===== config.mk =====
export PLATFORM = sky130hd
export DESIGN_NAME = event_flag_group_waiter_wake
export DESIGN_NICKNAME = d
export VERILOG_FILES = /design/src/hdl/efg_pkg.sv /design/src/hdl/efg_cond.sv /design/src/hdl/efg_waiter_table.sv /design/src/hdl/event_flag_group_waiter_wake.sv
export SDC_FILE = /design/constraint.sdc
export NUM_CORES = 1
export LEC_CHECK = 0
export ABC_CLOCK_PERIOD_IN_PS = 11800
export BUFFER_PORTS_ARGS = -buffer_cell sky130_fd_sc_hd__buf_2
export CORE_AREA = 2 2 196 246
export CTS_CLUSTER_DIAMETER = 100
export DETAILED_ROUTE_END_ITERATION = 10
export DIE_AREA = 0 0 198 248
export GPL_TIMING_DRIVEN = 0
export PLACE_DENSITY = 0.81
export SETUP_SLACK_MARGIN = 0.05
export SLEW_MARGIN = 20
export SYNTH_ARGS = -nofsm -noshare
export SYNTH_HDL_FRONTEND = slang
export SYNTH_SLANG_ARGS = --single-unit

===== constraint.sdc =====
create_clock -name clk -period 11.8 [get_ports clk]
set_input_delay 1.18 -clock clk [delete_from_list [all_inputs] [get_ports clk]]
set_output_delay 1.18 -clock clk [all_outputs]
set_load 0.03 [all_outputs]

===== src/hdl/efg_pkg.sv =====
package efg_pkg;

    localparam logic [2:0] CMD_TEST   = 3'd0;
    localparam logic [2:0] CMD_SET    = 3'd1;
    localparam logic [2:0] CMD_CLEAR  = 3'd2;
    localparam logic [2:0] CMD_TOGGLE = 3'd3;
    localparam logic [2:0] CMD_CANCEL = 3'd4;

    typedef struct packed {
        logic [2:0]  command;
        logic [31:0] mask;
        logic        match_all;
        logic        clear_on_match;
        logic        may_wait;
        logic [3:0]  task_id;
    } req_t;

    typedef struct packed {
        logic [31:0] flags_before;
        logic        satisfied;
        logic        queued;
        logic        woken_valid;
        logic [3:0]  woken_task;
        logic        last;
    } res_t;

    typedef struct packed {
        logic wr;
        logic clr;
        logic rd;
    } tbl_ctrl_t;

    typedef enum logic [2:0] {
        ST_IDLE,
        ST_EXEC,
        ST_READ,
        ST_CHECK,
        ST_DONE
    } state_t;

endpackage


===== src/hdl/efg_cond.sv =====
module efg_cond #(
    parameter int FLAG_BITS = 32
) (
    input  logic [FLAG_BITS-1:0] flags,
    input  logic [FLAG_BITS-1:0] mask,
    input  logic                 match_all,
    output logic                 hold
);

    logic [FLAG_BITS-1:0] hit;

    assign hit  = flags & mask;
    assign hold = match_all ? (hit == mask) : (|hit);

endmodule


===== src/hdl/efg_waiter_table.sv =====
module efg_waiter_table import efg_pkg::*; #(
    parameter int WAITER_SLOTS = 16,
    parameter int FLAG_BITS    = 32,
    parameter int IDX_W        = 4
) (
    input  logic                 clk,
    input  logic                 rst_n,
    input  tbl_ctrl_t            ctrl,
    input  logic [IDX_W-1:0]     wr_idx,
    input  logic [FLAG_BITS-1:0] wr_mask,
    input  logic                 wr_all,
    input  logic [IDX_W-1:0]     clr_idx,
    input  logic [IDX_W-1:0]     rd_idx,
    output logic                 rd_valid,
    output logic [FLAG_BITS-1:0] rd_mask,
    output logic                 rd_all
);

    logic [FLAG_BITS:0]    entry_mem [WAITER_SLOTS];
    logic [FLAG_BITS:0]    rd_data_reg;
    logic [WAITER_SLOTS-1:0] valid_reg;

    always_ff @(posedge clk)
    begin
        if (ctrl.wr)
        begin
            entry_mem[wr_idx] <= {wr_all, wr_mask};
        end
        if (ctrl.rd)
        begin
            rd_data_reg <= entry_mem[rd_idx];
        end
    end

    always_ff @(posedge clk or negedge rst_n)
    begin
        if (!rst_n)
        begin
            valid_reg <= '0;
        end
        else
        begin
            if (ctrl.wr)
            begin
                valid_reg[wr_idx] <= 1'b1;
            end
            if (ctrl.clr)
            begin
                valid_reg[clr_idx] <= 1'b0;
            end
        end
    end

    assign rd_valid = valid_reg[rd_idx];
    assign rd_mask  = rd_data_reg[FLAG_BITS-1:0];
    assign rd_all   = rd_data_reg[FLAG_BITS];

endmodule


===== src/hdl/event_flag_group_waiter_wake.sv =====
// Event flag group with one waiter slot per task. A request is taken when start is high
// and busy is low. Test, clear, cancel and unknown commands give one result, registered
// out of the execute state, and the next request can be taken while it is shown. Set and
// toggle update the flags and then scan every slot in ascending order through the
// single condition checker, each slot by a registered read of the waiter memory, then
// the compare. Such a request holds busy high until the scan and its final result state
// are done, and it gives one result per released waiter, or one result with woken_valid
// low if none is released. Each result is marked by strobe for exactly one cycle; the
// receiver cannot stall it, so it must take every result as it appears.
module event_flag_group_waiter_wake import efg_pkg::*; #(
    parameter int WAITER_SLOTS = 16,
    parameter int FLAG_BITS    = 32
) (
    input  logic clk,
    input  logic rst_n,
    input  logic start,
    input  req_t request,
    output logic busy,
    output logic strobe,
    output res_t result
);

    localparam int IDX_W = (WAITER_SLOTS > 1) ? $clog2(WAITER_SLOTS) : 1;
    localparam int EXT_W = (FLAG_BITS > 32) ? FLAG_BITS : 32;
    localparam int IXE_W = (IDX_W > 4) ? IDX_W : 4;
    localparam logic [IDX_W-1:0] LAST_IDX = IDX_W'(WAITER_SLOTS - 1);

    state_t               state_reg, state_next;
    req_t                 req_reg;
    logic [FLAG_BITS-1:0] flag_reg, flag_next;
    logic [31:0]          before_reg, before_next;
    logic [IDX_W-1:0]     idx_reg, idx_next;
    logic                 pend_valid_reg, pend_valid_next;
    logic [IDX_W-1:0]     pend_idx_reg, pend_idx_next;
    logic                 strobe_reg, strobe_next;
    res_t                 result_reg, result_next;

    logic [EXT_W-1:0]     mask_ext;
    logic [FLAG_BITS-1:0] req_mask;
    logic [EXT_W-1:0]     flag_ext;
    logic [31:0]          flag_low;
    logic [IXE_W-1:0]     tid_ext;
    logic [IDX_W-1:0]     tid_idx;
    logic                 tid_ok;
    logic [IXE_W-1:0]     pend_ext;

    tbl_ctrl_t            tbl_ctrl;
    logic [IDX_W-1:0]     clr_idx;
    logic                 rd_valid;
    logic [FLAG_BITS-1:0] rd_mask;
    logic                 rd_all;

    logic [FLAG_BITS-1:0] cond_mask;
    logic                 cond_all;
    logic                 cond_hold;

    // width fitting of the request fields
    assign mask_ext = EXT_W'(req_reg.mask);
    assign req_mask = mask_ext[FLAG_BITS-1:0];
    assign flag_ext = EXT_W'(flag_reg);
    assign flag_low = flag_ext[31:0];
    assign tid_ext  = IXE_W'(req_reg.task_id);
    assign tid_idx  = tid_ext[IDX_W-1:0];
    assign tid_ok   = (7'(req_reg.task_id) < 7'(WAITER_SLOTS));
    assign pend_ext = IXE_W'(pend_idx_reg);

    // shared condition checker
    assign cond_mask = (state_reg == ST_EXEC) ? req_mask : rd_mask;
    assign cond_all  = (state_reg == ST_EXEC) ? req_reg.match_all : rd_all;

    efg_cond #(
        .FLAG_BITS (FLAG_BITS)
    ) u_cond (
        .flags     (flag_reg),
        .mask      (cond_mask),
        .match_all (cond_all),
        .hold      (cond_hold)
    );

    efg_waiter_table #(
        .WAITER_SLOTS (WAITER_SLOTS),
        .FLAG_BITS    (FLAG_BITS),
        .IDX_W        (IDX_W)
    ) u_table (
        .clk      (clk),
        .rst_n    (rst_n),
        .ctrl     (tbl_ctrl),
        .wr_idx   (tid_idx),
        .wr_mask  (req_mask),
        .wr_all   (req_reg.match_all),
        .clr_idx  (clr_idx),
        .rd_idx   (idx_reg),
        .rd_valid (rd_valid),
        .rd_mask  (rd_mask),
        .rd_all   (rd_all)
    );

    always_comb
    begin
        state_next = state_reg;
        case (state_reg)
            ST_IDLE:
            begin
                if (start)
                begin
                    state_next = ST_EXEC;
                end
            end
            ST_EXEC:
            begin
                if (req_reg.command == CMD_SET || req_reg.command == CMD_TOGGLE)
                begin
                    state_next = ST_READ;
                end
                else
                begin
                    state_next = ST_IDLE;
                end
            end
            ST_READ:
            begin
                state_next = ST_CHECK;
            end
            ST_CHECK:
            begin
                if (idx_reg == LAST_IDX)
                begin
                    state_next = ST_DONE;
                end
                else
                begin
                    state_next = ST_READ;
                end
            end
            ST_DONE:
            begin
                state_next = ST_IDLE;
            end
            default:
            begin
                state_next = ST_IDLE;
            end
        endcase
    end

    always_comb
    begin
        flag_next       = flag_reg;
        before_next     = before_reg;
        idx_next        = idx_reg;
        pend_valid_next = pend_valid_reg;
        pend_idx_next   = pend_idx_reg;
        strobe_next     = 1'b0;
        result_next     = result_reg;
        tbl_ctrl        = '0;
        clr_idx         = idx_reg;
        case (state_reg)
            ST_EXEC:
            begin
                before_next             = flag_low;
                idx_next                = '0;
                pend_valid_next         = 1'b0;
                result_next             = '0;
                result_next.flags_before = flag_low;
                result_next.last        = 1'b1;
                strobe_next             = 1'b1;
                case (req_reg.command)
                    CMD_TEST:
                    begin
                        result_next.satisfied = cond_hold;
                        if (cond_hold)
                        begin
                            if (req_reg.clear_on_match)
                            begin
                                flag_next = flag_reg & ~req_mask;
                            end
                        end
                        else if (req_reg.may_wait && tid_ok)
                        begin
                            tbl_ctrl.wr        = 1'b1;
                            result_next.queued = 1'b1;
                        end
                    end
                    CMD_SET:
                    begin
                        flag_next   = flag_reg | req_mask;
                        strobe_next = 1'b0;
                    end
                    CMD_TOGGLE:
                    begin
                        flag_next   = flag_reg ^ req_mask;
                        strobe_next = 1'b0;
                    end
                    CMD_CLEAR:
                    begin
                        flag_next = flag_reg & ~req_mask;
                    end
                    CMD_CANCEL:
                    begin
                        clr_idx      = tid_idx;
                        tbl_ctrl.clr = tid_ok;
                    end
                    default:
                    begin
                        flag_next = flag_reg;
                    end
                endcase
            end
            ST_READ:
            begin
                tbl_ctrl.rd = 1'b1;
            end
            ST_CHECK:
            begin
                if (idx_reg != LAST_IDX)
                begin
                    idx_next = idx_reg + 1'b1;
                end
                if (rd_valid && cond_hold)
                begin
                    tbl_ctrl.clr = 1'b1;
                    // release the held waiter, keep this one back for the last mark
                    if (pend_valid_reg)
                    begin
                        result_next              = '0;
                        result_next.flags_before = before_reg;
                        result_next.woken_valid  = 1'b1;
                        result_next.woken_task   = pend_ext[3:0];
                        strobe_next              = 1'b1;
                    end
                    pend_valid_next = 1'b1;
                    pend_idx_next   = idx_reg;
                end
            end
            ST_DONE:
            begin
                result_next              = '0;
                result_next.flags_before = before_reg;
                result_next.woken_valid  = pend_valid_reg;
                result_next.woken_task   = pend_valid_reg ? pend_ext[3:0] : 4'd0;
                result_next.last         = 1'b1;
                strobe_next              = 1'b1;
            end
            default:
            begin
                strobe_next = 1'b0;
            end
        endcase
    end

    always_ff @(posedge clk or negedge rst_n)
    begin
        if (!rst_n)
        begin
            state_reg      <= ST_IDLE;
            flag_reg       <= '0;
            idx_reg        <= '0;
            pend_valid_reg <= 1'b0;
            strobe_reg     <= 1'b0;
        end
        else
        begin
            state_reg      <= state_next;
            flag_reg       <= flag_next;
            idx_reg        <= idx_next;
            pend_valid_reg <= pend_valid_next;
            strobe_reg     <= strobe_next;
        end
    end

    always_ff @(posedge clk)
    begin
        if (state_reg == ST_IDLE && start)
        begin
            req_reg <= request;
        end
        before_reg   <= before_next;
        pend_idx_reg <= pend_idx_next;
        result_reg   <= result_next;
    end

    assign busy   = (state_reg != ST_IDLE);
    assign strobe = strobe_reg;
    assign result = result_reg;

endmodule


==> impl_metrics.sql <==
INSERT INTO impl_metrics (metric_group, metric, value, unit) VALUES
('outcome', 'status', 'finished, final reports clean', ''),
('timing', 'period_minus_slack', '5.21', 'ns'),
('min_path', 'worstHoldPathType', 'primary input to asynchronous set/reset pin', ''),
('yosys', 'post_synth.cell_area_avg', '19.3', 'sq um'),
('drt', 'drt_first_iter_violations', '1862', ''),
('run', 'max_cap_viol_count', '0', ''),
('yosys', 'ys.warnings.count', '0', ''),
('die', 'die_x', '198', 'um'),
('clock_tree', 'post_cts.resized_instances', '0', ''),
('timing', 'setup_viol_count_final', '0', ''),
('timing', 'final_min_period_over_clock_period', '44.2', '%'),
('timing', 'max_slew.worst_pin.slew', '1.14', 'ns'),
('critical_path', 'timing.critical_path.cells', 'or3b_1 > buf_6 > clkinv_8 > buf_12 > buf_4 > mux2i_1 > o2111ai_1 > nor4_4 > a21o_1 > nand3_1 > nor3_2 > buf_6 > buf_4 > buf_4', ''),
('yosys', 'synth_top_cell_by_area', 'sky130_fd_sc_hd__edfxtp_1', ''),
('clock_tree', 'cts_tree', 'yes', ''),
('grt', 'wire_length_of_the_first_global_routing_pass', '110000', 'um'),
('critical_path', 'worst_setup_path_end_kind', 'flip-flop', ''),
('drt', 'route.vias.total', '16300', ''),
('timing', 'worst_hold_margin', '0.413', 'ns'),
('timing', 'finalMaxSlewViolations', '0', ''),
('die', 'dieHeight', '248', 'um'),
('die', 'initial_utilization', '64.1', '%'),
('cells_and_area', 'seqCellArea', '21800', 'sq um'),
('pwr', 'power.ir.vdd_worst', '0.145', 'mV'),
('cells_and_area', 'number_of_fill_cells', '2607', ''),
('yosys', 'post_synth_fa_ha_maj_area_fraction', '2.70', '%'),
('cells_and_area', 'syn2layout_area_growth', '14.3', '%'),
('yosys', 'share_of_the_synthesized_netlist_area_taken_by_xor_and_xnor_gates', '0.0582', '%'),
('place', 'globalplace.congestion', '0.955', ''),
('drt', 'drc', '0', ''),
('clock_tree', 'clock_tree.htree_level_count', '3', ''),
('cells_and_area', 'antenna_cells', '0', ''),
('die', 'std_cell_rows', '89', ''),
('critical_path', 'worst_path_largest_cell_delay', '0.81', 'ns'),
('clock_tree', 'cts.sinks', '736', ''),
('yosys', 'synth_compound_area_share', '3.09', '%'),
('yosys', 'ys_seq_area_share', '72.5', '%'),
('critical_path', 'critical_path.startpoint_type', 'flip-flop', ''),
('yosys', 'ys_dominant_reg_cell', 'sky130_fd_sc_hd__edfxtp_1', ''),
('drt', 'drt.antenna.violating_nets', '0', ''),
('cells_and_area', 'top_library_cells_by_usage_in_the_layout_fill_and_taps_aside', 'sky130_fd_sc_hd__edfxtp_1, sky130_fd_sc_hd__mux4_2, sky130_fd_sc_hd__buf_2, sky130_fd_sc_hd__nor2_1, sky130_fd_sc_hd__a21oi_1', ''),
('critical_path', 'timing.critical_path.max_delay_family', 'simple AND/OR/NAND/NOR gates', ''),
('clock_tree', 'cts_hold_buffers', '0', ''),
('timing', 'setup-tns-final', '0', 'ns'),
('grt', 'track_usage', '31.9', '%'),
('yosys', 'synth.ff_latch_count', '736', ''),
('grt', 'antenna_found_initial', '1', ''),
('clock_tree', 'clkTransAtPathRegs', '0.07', 'ns'),
('pwr', 'powerDensity', '232', 'nW/um^2'),
('place', 'hpwlAfterDp', '48100', 'um'),
('drt', 'detail_route.wirelength', '75000', 'um'),
('timing', 'fmaxAchievable', '192', 'MHz'),
('yosys', 'synth-edff-count', '679', ''),
('grt', 'grt_start_max_net_pins', '46', ''),
('timing', 'unrepaired_setup_endpoints_after_global_routing', 'false', ''),
('critical_path', 'setup_crit_path_kind', 'flip-flop to flip-flop', ''),
('critical_path', 'crit_arrival', '5.52', 'ns'),
('cells_and_area', 'layout_commonest_cell', 'sky130_fd_sc_hd__edfxtp_1', ''),
('timing', 'timing.max_slew.rel_slack', '23.7', '%'),
('place', 'io_buffers', '86', ''),
('critical_path', 'timing.critical_path.slowest_stage_cell', 'sky130_fd_sc_hd__nor3_2', ''),
('cells_and_area', 'largest_register_ffs', '528', ''),
('cells_and_area', 'multi_input_area', '7740', 'sq um'),
('die', 'die_area', '49100', 'sq um'),
('yosys', 'synthesis.nets', '1666', ''),
('critical_path', 'worst_setup_path_startpoint', 'state_reg[1]$_DFFE_PN0P_', ''),
('drt', 'detailedRoute.firstPassIterationCount', '7', ''),
('yosys', 'async_reset_ff_share', '7.74', '%'),
('timing', 'finalHoldViolCount', '0', ''),
('critical_path', 'cpMostUsedCell', 'sky130_fd_sc_hd__buf_4', ''),
('yosys', 'synth.top_cell.area_share', '67.8', '%');
[path summary, 6_finish.rpt]
check | endpoint | slack, ns | cells after the start
worst max-delay path | u_table.entry_mem[9][27]$_DFFE_PP_ | 6.59 | 14
worst min-delay path | flag_ext[21]$_DFFE_PN0P_ | 0.41 | 1
worst max register to register | u_table.entry_mem[9][27]$_DFFE_PP_ | 6.59 | 14
worst min register to register | pend_ext[0]$_DFFE_PP_ | 0.49 | 0
max in group asynchronous | u_table.valid_reg[10]$_DFF_PN0_ | 10.84 | 2
min in group clk | pend_ext[0]$_DFFE_PP_ | 0.49 | 0
[final cells by class]
| cell class | count | share of cell area [%] |
|---|---|---|
| inverters | 70 | 0.801 |
| clock inverters | 45 | 1.51 |
| well taps | 637 | 2.32 |
| repair buffers | 124 | 3.07 |
| flip-flops and latches | 736 | 63.4 |
| plain buffers | 72 | 1.08 |
| clock buffers | 81 | 5.28 |
| multi-input cells | 678 | 22.5 |
[logic make-up (layout without fill, tap and decap cells)]
group | after synthesis | in the layout
AOI/OAI and AO/OA | 149 | 149
xor gates and xnor gates | 2 | 2
adders and majority gates | 65 | 65
buffers and inverters | 142 | 392
DFF | 736 | 736
muxes | 275 | 275
and+or+nand+nor | 187 | 187
[through the flow]
stage | setup WS [ns] | area [sq um] | utilization [%] | std cells
floorplan | 6.42 | 30100 | - | 1556
global placement | 3.07 | 31300 | 66.8 | 2279
detailed placement | 6.66 | 32000 | 68.4 | 2317
CTS | 6.67 | 34400 | 73.3 | 2443
global route | 6.37 | 34400 | 73.3 | 2443
finish | 6.59 | 34400 | 73.3 | 2443
[power by group]
group,internal (W),switching (W)
sequential,0.00327,0.000282
clock,0.00130,0.000994
combinational,0.000892,0.00124
[layer usage]
metal	track usage (%)	up-vias	wire, um
li1	-	6620	-
met1	42.6	8374	27300
met5	0	-	17
met4	15.8	2	3600
met2	52.4	1096	37500
met3	4.85	222	6590
[Yosys cell counts (all sizes together) (21+ instances only)]
library cell / number
a21oi: 81
buf: 32
clkbuf: 40
dfrtp: 57
edfxtp: 679
ha: 65
inv: 69
mux2: 44
mux2i: 61
mux4: 170
nor2: 96
nor2b: 21
Note: power is estimated with default switching activity, not from simulation.
